<file path="config.mk">
export PLATFORM = sky130hd
export DESIGN_NAME = register_machine_execute_unit
export DESIGN_NICKNAME = d
export VERILOG_FILES = /design/src/rtl/core/rme_pkg.sv /design/src/rtl/core/rme_regfile.sv /design/src/rtl/core/rme_datamem.sv /design/src/rtl/core/rme_exec.sv /design/src/rtl/core/register_machine_execute_unit.sv
export SDC_FILE = /design/constraint.sdc
export NUM_CORES = 2
export LEC_CHECK = 0
export BUFFER_PORTS_ARGS = -buffer_cell sky130_fd_sc_hd__buf_2
export CAP_MARGIN = 0
export CORE_UTILIZATION = 65
export CTS_BUF_LIST = sky130_fd_sc_hd__clkbuf_4 sky130_fd_sc_hd__clkbuf_8
export CTS_CLUSTER_SIZE = 40
export DETAILED_ROUTE_END_ITERATION = 10
export GPL_TIMING_DRIVEN = 0
export HOLD_SLACK_MARGIN = 0.1
export PLACE_DENSITY_LB_ADDON = 0.05
export SKIP_CTS_REPAIR_TIMING = 1
export SLEW_MARGIN = 20
export SYNTH_ARGS = -nofsm -noshare
export SYNTH_HDL_FRONTEND = slang
export SYNTH_SLANG_ARGS = --single-unit
</file>
<file path="constraint.sdc">
create_clock -name clk -period 9.65 [get_ports clk]
set_clock_uncertainty 0.05 [all_clocks]
set_input_delay 1.93 -clock clk [delete_from_list [all_inputs] [get_ports clk]]
set_output_delay 1.93 -clock clk [all_outputs]
set_load 0.01 [all_outputs]
</file>
<file path="src/rtl/core/rme_pkg.sv">
// Shared types and codes for the register machine execute unit.
// Depends on nothing; every module of the unit imports it.
`default_nettype none

package rme_pkg;

  // Instruction kinds
  localparam logic [3:0] KIND_START    = 4'd0;
  localparam logic [3:0] KIND_EXIT     = 4'd1;
  localparam logic [3:0] KIND_ADD      = 4'd2;
  localparam logic [3:0] KIND_SUB      = 4'd3;
  localparam logic [3:0] KIND_SHOW     = 4'd4;
  localparam logic [3:0] KIND_MOVE_REG = 4'd5;
  localparam logic [3:0] KIND_MOVE_IMM = 4'd6;
  localparam logic [3:0] KIND_LOAD     = 4'd7;
  localparam logic [3:0] KIND_STORE    = 4'd8;

  // Result status codes
  localparam logic [1:0] ST_DONE     = 2'd0;
  localparam logic [1:0] ST_INVALID  = 2'd1;
  localparam logic [1:0] ST_REJECTED = 2'd2;
  localparam logic [1:0] ST_HALT     = 2'd3;

  // Register file geometry
  localparam int         NUM_REGS = 7;
  localparam logic [2:0] LAST_REG = 3'd6;

  // One decoded instruction held in the execute stage
  typedef struct packed {
    logic [3:0]  kind;
    logic [2:0]  dest;
    logic [2:0]  first;
    logic [2:0]  second;
    logic [31:0] imm;
    logic [7:0]  addr;
  } instr_t;

  // Register file write-back; clear wipes every register
  typedef struct packed {
    logic        we;
    logic        clear;
    logic [2:0]  idx;
    logic [31:0] data;
  } reg_wb_t;

  // Data memory write
  typedef struct packed {
    logic        we;
    logic [7:0]  addr;
    logic [31:0] data;
  } mem_wb_t;

  // Result of one instruction
  typedef struct packed {
    logic [1:0]  status;
    logic        active;
    logic [31:0] ip;
    logic [31:0] written;
  } exec_res_t;

endpackage

`default_nettype wire

</file>
<file path="src/rtl/core/rme_regfile.sv">
// Seven-entry register file: synchronous memory with two read ports.
// Per-entry valid bits give the all-zero reset and the clear on exit.
// Depends on rme_pkg.
`default_nettype none

module rme_regfile
  import rme_pkg::*;
(
  input  wire logic        clk,
  input  wire logic        rst,
  input  wire logic        rd_en,
  input  wire logic [2:0]  rd_idx_a,
  input  wire logic [2:0]  rd_idx_b,
  input  wire reg_wb_t     wb,
  output logic      [31:0] rd_data_a,
  output logic      [31:0] rd_data_b
);

  logic [31:0]         mem [NUM_REGS];
  logic [NUM_REGS-1:0] valid;
  logic [31:0]         q_a;
  logic [31:0]         q_b;
  logic [2:0]          idx_a;
  logic [2:0]          idx_b;

  // Write port
  always_ff @(posedge clk) begin
    if (wb.we) begin
      mem[wb.idx] <= wb.data;
    end
  end

  // Valid bits: reset and exit clear all, a write marks its entry
  always_ff @(posedge clk) begin
    if (rst) begin
      valid <= '0;
    end else if (wb.clear) begin
      valid <= '0;
    end else if (wb.we) begin
      valid[wb.idx] <= 1'b1;
    end
  end

  // Registered read ports
  always_ff @(posedge clk) begin
    if (rd_en) begin
      q_a   <= mem[rd_idx_a];
      q_b   <= mem[rd_idx_b];
      idx_a <= rd_idx_a;
      idx_b <= rd_idx_b;
    end
  end

  // Entries never written since the last clear read as zero
  assign rd_data_a = (idx_a <= LAST_REG && valid[idx_a]) ? q_a : '0;
  assign rd_data_b = (idx_b <= LAST_REG && valid[idx_b]) ? q_b : '0;

endmodule

`default_nettype wire

</file>
<file path="src/rtl/core/rme_datamem.sv">
// Data memory: synchronous single-read, single-write array of words.
// Per-entry valid bits give the all-zero reset. Depends on rme_pkg.
`default_nettype none

module rme_datamem
  import rme_pkg::*;
#(
  parameter int MEM_DEPTH = 64
) (
  input  wire logic        clk,
  input  wire logic        rst,
  input  wire logic        rd_en,
  input  wire logic [7:0]  rd_addr,
  input  wire mem_wb_t     wb,
  output logic      [31:0] rd_data
);

  localparam int AW = (MEM_DEPTH > 1) ? $clog2(MEM_DEPTH) : 1;

  logic [31:0]          mem [MEM_DEPTH];
  logic [MEM_DEPTH-1:0] valid;
  logic [31:0]          q;
  logic [AW-1:0]        idx;
  logic                 in_range;

  // Write port; callers only write addresses below the depth
  always_ff @(posedge clk) begin
    if (wb.we) begin
      mem[wb.addr[AW-1:0]] <= wb.data;
    end
  end

  // Valid bits
  always_ff @(posedge clk) begin
    if (rst) begin
      valid <= '0;
    end else if (wb.we) begin
      valid[wb.addr[AW-1:0]] <= 1'b1;
    end
  end

  // Registered read port
  always_ff @(posedge clk) begin
    if (rd_en) begin
      q        <= mem[rd_addr[AW-1:0]];
      idx      <= rd_addr[AW-1:0];
      in_range <= (9'(rd_addr) < 9'(MEM_DEPTH));
    end
  end

  assign rd_data = (in_range && valid[idx]) ? q : '0;

endmodule

`default_nettype wire

</file>
<file path="src/rtl/core/rme_exec.sv">
// Execute logic: decides status, next flag and counter, and the writes
// to register file and data memory for one instruction. Depends on rme_pkg.
`default_nettype none

module rme_exec
  import rme_pkg::*;
#(
  parameter int MEM_DEPTH = 64
) (
  input  wire instr_t      ins,
  input  wire logic [31:0] op_a,
  input  wire logic [31:0] op_b,
  input  wire logic [31:0] mem_data,
  input  wire logic        active,
  input  wire logic [31:0] ip,
  output exec_res_t        res,
  output reg_wb_t          rwb,
  output mem_wb_t          mwb
);

  logic [31:0] ip_inc;
  logic        d_ok;
  logic        a_ok;
  logic        b_ok;
  logic        addr_ok;

  assign ip_inc  = ip + 32'd1;
  assign d_ok    = (ins.dest <= LAST_REG);
  assign a_ok    = (ins.first <= LAST_REG);
  assign b_ok    = (ins.second <= LAST_REG);
  assign addr_ok = (9'(ins.addr) < 9'(MEM_DEPTH));

  always_comb begin
    res.status  = ST_DONE;
    res.active  = active;
    res.ip      = ip;
    res.written = '0;
    rwb         = '0;
    rwb.idx     = ins.dest;
    mwb         = '0;
    mwb.addr    = ins.addr;
    mwb.data    = op_a;
    case (ins.kind)
      KIND_START: begin
        if (!active) begin
          res.ip = ip_inc;
        end
        res.active = 1'b1;
      end
      KIND_EXIT: begin
        if (!active) begin
          res.status = ST_HALT;
        end else begin
          res.active = 1'b0;
          rwb.clear  = 1'b1;
        end
      end
      KIND_SHOW: begin
        res.ip = ip_inc;
      end
      KIND_ADD, KIND_SUB: begin
        if (!active) begin
          res.status = ST_REJECTED;
        end else if (!d_ok || !a_ok || !b_ok) begin
          res.status = ST_INVALID;
        end else begin
          res.written = (ins.kind == KIND_ADD) ? op_a + op_b : op_a - op_b;
          rwb.we      = 1'b1;
          res.ip      = ip_inc;
        end
      end
      KIND_MOVE_REG: begin
        if (!active) begin
          res.status = ST_REJECTED;
        end else if (!d_ok || !a_ok) begin
          res.status = ST_INVALID;
        end else begin
          res.written = op_a;
          rwb.we      = 1'b1;
          res.ip      = ip_inc;
        end
      end
      KIND_MOVE_IMM: begin
        if (!active) begin
          res.status = ST_REJECTED;
        end else if (!d_ok) begin
          res.status = ST_INVALID;
        end else begin
          res.written = ins.imm;
          rwb.we      = 1'b1;
          res.ip      = ip_inc;
        end
      end
      KIND_LOAD: begin
        if (!active) begin
          res.status = ST_REJECTED;
        end else if (!d_ok || !addr_ok) begin
          res.status = ST_INVALID;
        end else begin
          res.written = mem_data;
          rwb.we      = 1'b1;
          res.ip      = ip_inc;
        end
      end
      KIND_STORE: begin
        if (!active) begin
          res.status = ST_REJECTED;
        end else if (!d_ok || !addr_ok) begin
          res.status = ST_INVALID;
        end else begin
          mwb.we = 1'b1;
          res.ip = ip_inc;
        end
      end
      default: begin
        res.status = ST_INVALID;
      end
    endcase
    rwb.data = res.written;
  end

endmodule

`default_nettype wire

</file>
<file path="src/rtl/core/register_machine_execute_unit.sv">
// Top level of the register machine execute unit: read stage, execute
// stage with forwarding, output register. Depends on rme_pkg, rme_regfile,
// rme_datamem and rme_exec.
//
//   channel  | handshake            | payload
//   ---------+----------------------+-------------------------------------
//   input    | in_valid / in_ready  | kind dest_index first_index
//            |                      | second_index immediate address
//   output   | out_valid/out_ready  | status active ip written_value
//
// One instruction per cycle sustained while the output is not stalled.
// The register file and data memory are read as an instruction is accepted;
// execute and write-back finish when it moves into the output register.
// The write of the instruction leaving execute is forwarded to the one
// entering it, so back-to-back dependent instructions never stall.
// Reset clears flag, counter and valid bits at once; no clearing pass.
// A stalled output holds the execute stage; input stalls only then.
`default_nettype none

module register_machine_execute_unit
  import rme_pkg::*;
#(
  parameter int MEM_DEPTH = 64
) (
  input  wire logic               clk,
  input  wire logic               rst,
  input  wire logic               in_valid,
  output logic                    in_ready,
  input  wire logic        [3:0]  kind,
  input  wire logic        [2:0]  dest_index,
  input  wire logic        [2:0]  first_index,
  input  wire logic        [2:0]  second_index,
  input  wire logic signed [31:0] immediate,
  input  wire logic        [7:0]  address,
  output logic                    out_valid,
  input  wire logic               out_ready,
  output logic             [1:0]  status,
  output logic                    active,
  output logic             [31:0] ip,
  output logic signed      [31:0] written_value
);

  logic        accept;
  logic        ex_valid;
  logic        ex_adv;
  instr_t      ex_ins;
  logic        act_flag;
  logic [31:0] icount;
  logic [2:0]  rd_idx_a;
  logic [2:0]  ex_idx_a;
  logic [31:0] rf_a;
  logic [31:0] rf_b;
  logic [31:0] dm_q;
  logic [31:0] op_a;
  logic [31:0] op_b;
  logic [31:0] mem_data;
  exec_res_t   res;
  reg_wb_t     rwb;
  mem_wb_t     mwb;
  reg_wb_t     rwb_g;
  mem_wb_t     mwb_g;
  reg_wb_t     fw_reg;
  mem_wb_t     fw_mem;

  // Handshake
  assign ex_adv   = ex_valid && (!out_valid || out_ready);
  assign in_ready = !ex_valid || ex_adv;
  assign accept   = in_valid && in_ready;

  // Store reads its data register through port A
  assign rd_idx_a = (kind == KIND_STORE) ? dest_index : first_index;
  assign ex_idx_a = (ex_ins.kind == KIND_STORE) ? ex_ins.dest : ex_ins.first;

  // Execute stage register
  always_ff @(posedge clk) begin
    if (rst) begin
      ex_valid <= 1'b0;
    end else if (accept) begin
      ex_valid <= 1'b1;
    end else if (ex_adv) begin
      ex_valid <= 1'b0;
    end
  end

  always_ff @(posedge clk) begin
    if (accept) begin
      ex_ins.kind   <= kind;
      ex_ins.dest   <= dest_index;
      ex_ins.first  <= first_index;
      ex_ins.second <= second_index;
      ex_ins.imm    <= immediate;
      ex_ins.addr   <= address;
    end
  end

  // Gate writes to the cycle the instruction retires
  always_comb begin
    rwb_g       = rwb;
    rwb_g.we    = rwb.we && ex_adv;
    rwb_g.clear = rwb.clear && ex_adv;
    mwb_g       = mwb;
    mwb_g.we    = mwb.we && ex_adv;
  end

  rme_regfile u_regfile (
    .clk       (clk),
    .rst       (rst),
    .rd_en     (accept),
    .rd_idx_a  (rd_idx_a),
    .rd_idx_b  (second_index),
    .wb        (rwb_g),
    .rd_data_a (rf_a),
    .rd_data_b (rf_b)
  );

  rme_datamem #(
    .MEM_DEPTH (MEM_DEPTH)
  ) u_datamem (
    .clk     (clk),
    .rst     (rst),
    .rd_en   (accept),
    .rd_addr (address),
    .wb      (mwb_g),
    .rd_data (dm_q)
  );

  // Hold the last retired writes; they may have landed with our read
  always_ff @(posedge clk) begin
    if (rst) begin
      fw_reg.we    <= 1'b0;
      fw_reg.clear <= 1'b0;
      fw_mem.we    <= 1'b0;
    end else if (ex_adv) begin
      fw_reg.we    <= rwb.we;
      fw_reg.clear <= rwb.clear;
      fw_mem.we    <= mwb.we;
    end
  end

  always_ff @(posedge clk) begin
    if (ex_adv) begin
      fw_reg.idx  <= rwb.idx;
      fw_reg.data <= rwb.data;
      fw_mem.addr <= mwb.addr;
      fw_mem.data <= mwb.data;
    end
  end

  // Forward over stale read data; a retired clear reads as zero
  assign op_a     = fw_reg.clear ? '0 :
                    (fw_reg.we && fw_reg.idx == ex_idx_a) ? fw_reg.data : rf_a;
  assign op_b     = fw_reg.clear ? '0 :
                    (fw_reg.we && fw_reg.idx == ex_ins.second) ? fw_reg.data : rf_b;
  assign mem_data = (fw_mem.we && fw_mem.addr == ex_ins.addr) ? fw_mem.data : dm_q;

  rme_exec #(
    .MEM_DEPTH (MEM_DEPTH)
  ) u_exec (
    .ins      (ex_ins),
    .op_a     (op_a),
    .op_b     (op_b),
    .mem_data (mem_data),
    .active   (act_flag),
    .ip       (icount),
    .res      (res),
    .rwb      (rwb),
    .mwb      (mwb)
  );

  // Machine flag and instruction counter
  always_ff @(posedge clk) begin
    if (rst) begin
      act_flag <= 1'b0;
      icount   <= '0;
    end else if (ex_adv) begin
      act_flag <= res.active;
      icount   <= res.ip;
    end
  end

  // Output register
  always_ff @(posedge clk) begin
    if (rst) begin
      out_valid <= 1'b0;
    end else if (ex_adv) begin
      out_valid <= 1'b1;
    end else if (out_ready) begin
      out_valid <= 1'b0;
    end
  end

  always_ff @(posedge clk) begin
    if (ex_adv) begin
      status        <= res.status;
      active        <= res.active;
      ip            <= res.ip;
      written_value <= res.written;
    end
  end

endmodule

`default_nettype wire

</file>
==> summary.md <==
| Metric | Value |
|---|---|
| Final Wtd Congestion | 0.9808 |
| #FFs+latches synth | 2,644 |
| Synth Cell Area | 106,400 µm² |
| Height of the chip | 406.6 µm |
| Worst slack, placed | 1.451 ns |
| Ys async rst share | 0 |
| First-pass GRT wire length | 427,200 µm |
| Synth area leaders | edfxtp_1 (72%), mux4_2 (15%), dfxtp_1 (2.1%) |
| Drt drc | 0 |
| Routed len/inst | 34.72 µm |
| Average vias per placed instance | 6.910 |
| Initial core utilization | 0.6544 |
| Fin crit period | 8.725 ns |
| Vias | 60.46k |
| CP most frequent cell | o21ai_0 |
| Clk sinks | 2,644 |
| Total number of H-tree levels | 5 |
| Largest net degree at the start of global routing | 55 |
| Met1 WL | 107,500 µm |
| RSZ-0062 raised after global routing | no |
| Req. time, crit path | 10.27 ns |
| Largest fanout on the critical path | 10 |
| WS Path Type | flip-flop to flip-flop |
| Port Buf Inserts | 125 |
| Syn_nets | 5,629 |
| Final ANT Viol Nets | 0 |
| Nets | 6,363 |
| Final Instance Area | 122,600 µm² |
| Number of flip-flops in the largest register | 2,048 |
| DRT iter0 DRCs | 9,532 |
| Ys flop type | edfxtp_1 |
| DRT Pass-1 Iters | 6 |
| CTS buffer count | 419 |
| Power per cell area | 182.2 nW/µm² |
| Worst min path class | flip-flop to flip-flop |
| Clk Latency, worst-skew pair | 1.09 ns |
| Global Route Usage Sum | 0.3744 |
| Area Overhead vs Synth | 15.23% |
| CTS tree | yes |
| VDD IR max | 0.1785 mV |
| Relative slew slack | 0.1598 |
| Final hold slack | 0.3935 ns |
| Clk buf depth | 4 |
| Final setup violation count | 0 |
| Die area | 165,300 µm² |
| Fmax | 114.6 MHz |
| Fillcell total | 9,094 |
| Post-DP HPWL | 208,300 µm |
| Vias in the first global route | 59.52k |
| Synth top area share | 0.7155 |
| Commonest non-fill, non-tap cell in the layout | edfxtp_1 |
| Highest routed layer | met5 |
| Regs by FF count | u_datamem.mem: 2048 flops, u_regfile.mem: 224 flops, u_datamem.valid: 64 flops |
| Post-synthesis sequential area ratio | 0.7360 |
| Cell Chain, Critical Path | buf_6 -> xor2_1 -> or4b_1 -> buf_2 -> nor2_1 -> clkbuf_1 -> clkbuf_1 -> a22oi_1 -> ha_1 -> o21ai_0 -> o21ai_0 -> or4_1 -> o221ai_1 -> ha_1 -> o21a_1 -> o21a_1 -> o22ai_1 -> o31ai_1 -> a221oi_1 -> o21ai_0 -> xnor2_1 -> o21ai_0 |
| Leak | 0.04535 µW |
| Status | completed |
| Detailed Route WL | 303,800 µm |
| Slowest stage cell on the critical path | o21ai_0 |
| Share of cells above drive strength 1 | 0.2954 |
| Number of max-cap violations | 0 |
| CP Data Arrival Time | 9.34 ns |
| Cell Area, Placed | 114,700 µm² |
| Worst Hold Depth | 0 |
| Endpoints failing hold | 0 |
| GRT overflow | 0 |
| Avg Cell Area, Syn | 19.22 µm² |
| Post-synthesis cell count | 5,535 |
| R2r worst-path depth | 22 |
| Core area | 162,600 µm² |
| Library cells used by synthesis | 84 |
| Least-Margin Pin Slew | 1.260 ns |
| Die Wd | 406.6 µm |
| Most frequent cells in the layout | edfxtp_1 (2,535), mux4_2 (708), clkbuf_8 (432) |
| Ports | 126 |
| # rows | 148 |
| Number of synthesis warnings | 0 |
| Top reg by flops | u_datamem.mem |
| Final worst path period share | 0.9042 |
| Startpoint Class | flip-flop |
| Root buffer cell | clkbuf_8 |
| DR WL met2 | 144,000 µm |
| Yosys top cell by area | edfxtp_1 |
| EDFF count, synth | 2,535 |
| Initial antenna violation count | 15 |
| WL met3 | 35,760 µm |
| Endpoint class of the critical path | flip-flop |
| Post-route setup slack | 0.9246 ns |
| Pins Over Slew Limit | 0 |
| CP max stage delay | 0.97 ns |
| Util after Layout | 0.7540 |
| Clock Pin Slew Worst Setup and Hold Paths | 0.06 ns |
==> synth_stat cells (all sizes together), types with 13 or more instances <==
cell type,instances
mux2,54
xnor2,45
xor2,51
or3,16
a21o,14
a221o,13
a21oi,166
nor2,309
nand3,145
nor2b,18
mux4,708
a221oi,26
buf,131
inv,31
and3,47
o21ai,162
a22o,30
nand2,356
o22ai,15
mux2i,50
nand2b,24
edfxtp,2535
nor3,34
clkbuf,206
a31oi,16
dfxtp,109
o21a,19
ha,36
a22oi,29
==> layout make-up <==
| type | count | area [µm²] | share of cell area |
|---|---|---|---|
| tap | 2175 | 2721 | 0.02220 |
| sequential | 2644 | 78310 | 0.6388 |
| timing repair buffer | 313 | 4772 | 0.03893 |
| clock buffer | 561 | 6914 | 0.05640 |
| buffer | 337 | 1518 | 0.01238 |
| antenna | 5 | 12.51 | 0.0001021 |
| multi-input combinational | 2523 | 27300 | 0.2227 |
| inverter | 31 | 116.4 | 0.0009492 |
| clock inverter | 161 | 927.1 | 0.007563 |
==> per-layer routing <==
layer	vias to the layer above	track usage
met3	819	0.08446
met5	-	0
li1	24130	-
met2	4508	0.5829
met4	12	0.1816
met1	30990	0.5089
==> through the flow <==
stage | TNS (ns) | std cells | total power [µW]
floorplan | 0 | 5535 | 13140
global placement | -107.34 | 7835 | 13420
detailed placement | 0 | 8022 | 13430
CTS | 0 | 8744 | 22390
global route | 0 | 8746 | 22890
finish | 0 | 8750 | 22330
==> worst paths after layout <==
kind	slack, ns	to	from
max reg2reg	0.92	u_regfile.mem[4][17]	u_regfile.idx_b[0]
max	0.92	u_regfile.mem[4][17]	u_regfile.idx_b[0]
min	0.39	fw_mem[37]	ex_ins[5]
min reg2reg	0.39	fw_mem[37]	ex_ins[5]
==> worst max-delay path: cells and delay by family (launching register included) <==
kind                     cells  cell delay [ns]
XOR/XNOR                     2             0.31
flip-flops                   1             0.39
adder cells (fa/ha/maj)      2             0.63
AO/OA/AOI/OAI               11             3.77
buffers and inverters        4             1.55
AND/OR/NAND/NOR              3             1.62
==> power by group <==
part           switching [µW]  internal [µW]  total [µW]
registers                59.5          12500       12500
clock network            4270           4860        9130
logic                     460            213         672
==> kinds of logic (layout without fill, tap and decap cells) <==
family	count (synthesis)	after routing	synth area share
flip-flops	2644	2644	0.7360
buffers and inverters	368	1403	0.01476
AND/OR/NAND/NOR	1011	1011	0.04249
multiplexers	812	812	0.1604
XOR/XNOR	96	96	0.007903
adder cells (fa/ha/maj)	37	37	0.004422
AO/OA/AOI/OAI	567	567	0.03400
other	0	5	0
(Power assumes the default switching activity.)
